### config.mk
export PLATFORM = sky130hd
export DESIGN_NAME = mfsgd_mul
export DESIGN_NICKNAME = d
export VERILOG_FILES = /design/src/rtl/matrix_factor_sgd_update_assert.svh /design/src/rtl/mfsgd_pkg.sv /design/src/rtl/mfsgd_mul.sv
export SDC_FILE = /design/constraint.sdc
export NUM_CORES = 2
export LEC_CHECK = 0
export CELL_PAD_IN_SITES_DETAIL_PLACEMENT = 0
export CELL_PAD_IN_SITES_GLOBAL_PLACEMENT = 1
export CORE_MARGIN = 1
export CORE_UTILIZATION = 55
export CTS_CLUSTER_SIZE = 28
export DETAILED_ROUTE_END_ITERATION = 8
export DONT_BUFFER_PORTS = 1
export PLACE_DENSITY = 0.91
export SYNTH_ARGS = -nofsm -noshare
export SYNTH_HDL_FRONTEND = slang
export SYNTH_SLANG_ARGS = --single-unit
### constraint.sdc
create_clock -name clk_i -period 1.37 [get_ports clk_i]
set_clock_uncertainty 0.2 [all_clocks]
set_input_delay 0.274 -clock clk_i [delete_from_list [all_inputs] [get_ports clk_i]]
set_output_delay 0.274 -clock clk_i [all_outputs]
set_load 0.005 [all_outputs]
### src/rtl/matrix_factor_sgd_update_assert.svh
// ----------------------------------------------------------------------------
// Assertion macros for the matrix factorization SGD block
// Immediate-implication and next-cycle-implication checks on clk_i / rst_ni.
// ----------------------------------------------------------------------------
`ifndef MATRIX_FACTOR_SGD_UPDATE_ASSERT_SVH
`define MATRIX_FACTOR_SGD_UPDATE_ASSERT_SVH

`ifndef NO_ASSERTIONS

// antecedent implies consequent in the same cycle
`define MFSGD_ASSERT_IMPL(lbl, ante, cons) \
  lbl: assert property (@(posedge clk_i) disable iff (!rst_ni) (ante) |-> (cons)) \
    else $error("mfsgd: same-cycle check failed");

// antecedent implies consequent in the next cycle
`define MFSGD_ASSERT_NEXT(lbl, ante, cons) \
  lbl: assert property (@(posedge clk_i) disable iff (!rst_ni) (ante) |=> (cons)) \
    else $error("mfsgd: next-cycle check failed");

`else

`define MFSGD_ASSERT_IMPL(lbl, ante, cons)
`define MFSGD_ASSERT_NEXT(lbl, ante, cons)

`endif

`endif

### src/rtl/mfsgd_pkg.sv
// ----------------------------------------------------------------------------
// mfsgd_pkg
// Shared constants, types and fixed-point helpers of the SGD factor engine.
// ----------------------------------------------------------------------------
`timescale 1ns / 1ps

package mfsgd_pkg;

  // table geometry
  localparam int NUM_USERS  = 4096;
  localparam int NUM_ITEMS  = 1024;
  localparam int FACTORS    = 32;
  localparam int USER_W     = $clog2(NUM_USERS);
  localparam int ITEM_W     = $clog2(NUM_ITEMS);
  localparam int FACT_W     = $clog2(FACTORS);
  localparam int CNT_W      = FACT_W + 1;
  localparam int USER_AW    = USER_W + FACT_W;
  localparam int ITEM_AW    = ITEM_W + FACT_W;
  localparam int USER_DEPTH = NUM_USERS * FACTORS;
  localparam int ITEM_DEPTH = NUM_ITEMS * FACTORS;

  // shared multiplier geometry
  localparam int MUL_A_W = 34;
  localparam int MUL_B_W = 18;
  localparam int MUL_P_W = MUL_A_W + MUL_B_W;
  localparam int ACC_W   = 38;

  // command codes
  localparam logic [1:0] CMD_LOAD    = 2'd0;
  localparam logic [1:0] CMD_TRAIN   = 2'd1;
  localparam logic [1:0] CMD_PREDICT = 2'd2;

  // register indexes
  localparam logic CFG_LEARN_RATE = 1'b0;
  localparam logic CFG_REG_RATE   = 1'b1;

  localparam logic [15:0] LEARN_RATE_RST = 16'd1311;
  localparam logic [15:0] REG_RATE_RST   = 16'd0;

  // 1.0 and 5.0 in Q3.12
  localparam logic signed [15:0] ONE_Q  = 16'sd4096;
  localparam logic signed [15:0] FIVE_Q = 16'sd20480;

  typedef enum logic [7:0] {
    S_IDLE  = 8'b0000_0001,
    S_LOAD  = 8'b0000_0010,
    S_FETCH = 8'b0000_0100,
    S_DOT   = 8'b0000_1000,
    S_ERR   = 8'b0001_0000,
    S_UPD   = 8'b0010_0000,
    S_WB    = 8'b0100_0000,
    S_OUT   = 8'b1000_0000
  } state_e;

  typedef struct packed {
    logic                       en;
    logic signed [MUL_A_W-1:0]  a;
    logic signed [MUL_B_W-1:0]  b;
  } mul_req_t;

  // saturate a wide signed value to 16 bits
  function automatic logic signed [15:0] sat16(input logic signed [MUL_P_W-1:0] x);
    logic signed [15:0] r;
    if (x > 52'sd32767) begin
      r = 16'sh7fff;
    end else if (x < -52'sd32768) begin
      r = 16'sh8000;
    end else begin
      r = x[15:0];
    end
    return r;
  endfunction

endpackage

### src/rtl/mfsgd_mul.sv
// ----------------------------------------------------------------------------
// mfsgd_mul
// Shared signed multiplier with a registered product and valid flag.
// ----------------------------------------------------------------------------
`timescale 1ns / 1ps

module mfsgd_mul (
  input  logic                                clk_i,
  input  logic                                rst_ni,
  input  mfsgd_pkg::mul_req_t                 req_i,
  output logic signed [mfsgd_pkg::MUL_P_W-1:0] prod_o,
  output logic                                valid_o
);

  // register the product
  always_ff @(posedge clk_i) begin
    if (req_i.en) begin
      prod_o <= req_i.a * req_i.b;
    end
  end

  // track which cycle carries a fresh product
  always_ff @(posedge clk_i or negedge rst_ni) begin
    if (!rst_ni) begin
      valid_o <= 1'b0;
    end else begin
      valid_o <= req_i.en;
    end
  end

endmodule

==> metrics.yaml <==
timing:
  worst_hold_slack_ns: -0.188
  layout_min_cycle_time_ns: 5.87
  max-slew-margin-rel_pct: 76.8
  finalCritPeriodShare_pct: 428
  worst_slew_pin_slew_ns: 0.346
  fmax_mhz: 170
  rsz0062_at_grt: "true"
  setup_viol: 49
  timing.final.ws_setup_ns: -4.50
  finalHoldViolCount: 53
  final_max_slew_viol_count: 0
die:
  ios: 108
  core-area_um2: 40000
  die_area_um2: 41700
  die_w_um: 204
  fp.dieH_um: 204
  start_util_pct: 56.2
  rows: 73
drt:
  drt_first_pass_iters: 7
  via_per_inst: 5.38
  drc: 0
  drt_wl_total_um: 59800
  drtIter0Drc: 965
  ant_nets: 0
  vias: 16414
  routedWlPerCell_um: 19.6
cts:
  clock-root-buffer: "clkbuf_16"
  cts_buffers: 5
  path_clk_slew_ns: 0.08
  ctsHoldBuffers: 4
  clock-sinks: 53
  cts.htree.levels: 2
  cts_tree: "yes"
  cts.path.max_buffers: 2
finish:
  area_growth_syn_to_layout_pct: 15.4
  utilization_pct: 64.8
  final_area_um2: 25900
  fin_nets: 3292
  final_layout_size_suffix_gt1_share_pct: 18.4
  diodes: 0
synthesis:
  synth.distinct_cells: 45
  ys.flop_type: "edfxtp_1"
  async_flop_share_pct: 1.89
  ys_top_cells_by_area: "fa_1, inv_1, ha_1, edfxtp_1, and2_1"
  synthAdderAreaFrac_pct: 59.1
  yosysSeqAreaShare_pct: 7.06
  avgSynthCellArea_um2: 9.28
  synth_top_family_by_area: "adder cells"
  synth-edff-count: 52
  synth-simple-area-share_pct: 15.1
  synth_nets: 3187
  synth_top_area_cell: "fa_1"
  synth-xor-area-share_pct: 2.14
  syn_area_um2: 22500
  synthCells: 2422
  synth_compound_area_share_pct: 3.95
  yosysWarnings: 0
  yosys_register_bits: 53
  netlist_top_cells_count: "inv_1, fa_1, nand2_1"
  synth_top_area_share_pct: 52.1
  synth_most_common_cell: "inv_1"
  synth.mux.area_fraction_pct: 0
placement:
  dp_slack_ns: -5.01
  port_buffers: 0
  dp_hpwl_um: 45900
  dpl_cell_area_um2: 24600
  gp_congestion: 0.931
worst_setup_path:
  cpMostUsedCell: "fa_1"
  crit_required_ns: 1.27
  cp-end-kind: "flop"
  start_kind: "input port"
  cp_slowest_cell: "fa_2"
  crit_path_max_fanout: 18
  critPathArrivalTime_ns: 5.77
  cp_slowest_stage_delay_ns: 0.56
  crit_type: "input port to flop"
grt:
  grt_pass1_vias: 18827
  grt_max_degree: 54
  track_usage_pct: 30.9
  grt_pass1_wl_um: 98500
  antenna_found_initial: 1
  grt_overflow_total: 0
worst_hold_path:
  hold_path_class: "input port to flop"
run_status:
  status: "finished with violations"
  violations: "hold timing, setup timing"
flow_run:
  drv_cap: 0
==> layer usage <==
metal  GRT usage (%)  part of all wire (%)
met5               0                     0
met4            11.2                   3.5
met3            5.21                   7.7
met2            53.5                    51
met1            38.9                    38
==> worst max-delay path: cells and delay by family <==
family / cells / cell delay (ns)
AO/OA/AOI/OAI: 7 / 1.11
adder cells (fa/ha/maj): 7 / 3.30
buffers and inverters: 7 / 0.62
AND/OR/NAND/NOR: 3 / 0.36
XOR/XNOR: 1 / 0.07
==> state kept, by name (all words and copies together), names as in the netlist <==
| signal | cells |
|---|---|
| valid_o | 1 |
| prod_o | 52 |
==> layout make-up <==
type | instances | area (µm²)
Clock buffer | 5 | 125
Clock inverter | 3 | 65.1
Fill cell | 3087 | 14100
Inverter | 650 | 2440
Multi-Input combinational cell | 1610 | 19400
Sequential cell | 53 | 1590
Tap cell | 525 | 657
Timing Repair Buffer | 207 | 1680
==> cell usage in the layout, fill, tap and decap left out, drive strengths merged, types with 15 or more instances in the layout <==
| cell | n |
|---|---|
| a21oi | 53 |
| and2 | 243 |
| buf | 203 |
| nor2 | 47 |
| nand2 | 369 |
| xnor2 | 40 |
| inv | 650 |
| fa | 585 |
| edfxtp | 52 |
| o21ai | 33 |
| xor2 | 15 |
| ha | 125 |
| a21o | 27 |
==> logic make-up (layout without fill, tap and decap cells) <==
group | after synthesis | count (layout)
buf+inv | 759 | 865
simple gates | 707 | 707
flops | 53 | 53
fa+ha+maj | 710 | 710
xor+xnor | 55 | 55
compound gates | 138 | 138
==> metrics by stage <==
step / std cells / setup TNS, ns
finish: 3053 / -179.47
global route: 3053 / -185.00
CTS: 3039 / -178.50
detailed placement: 3012 / -199.87
global placement: 3012 / -197.36
floorplan: 2422 / -183.10
==> worst paths after layout <==
kind | startpoint | to | slack [ns] | cells past startpoint
max | req_i[29] | prod_o[51] | -4.50 | 25
min | req_i[52] | valid_o | -0.19 | 0
max in group asynchronous | rst_ni | valid_o | 0.40 | 2
min in group asynchronous | rst_ni | valid_o | 0.47 | 2
==> timing repair <==
item	CTS	global route
hold endpoints to repair	55	53
pin swaps	89	113
buffers inserted	17	23
resized for setup	121	94
endpoints found under the setup margin	49	49
Power is not shown: default switching activity piles up to over one toggle a cycle in this logic, so the estimate is an artifact.
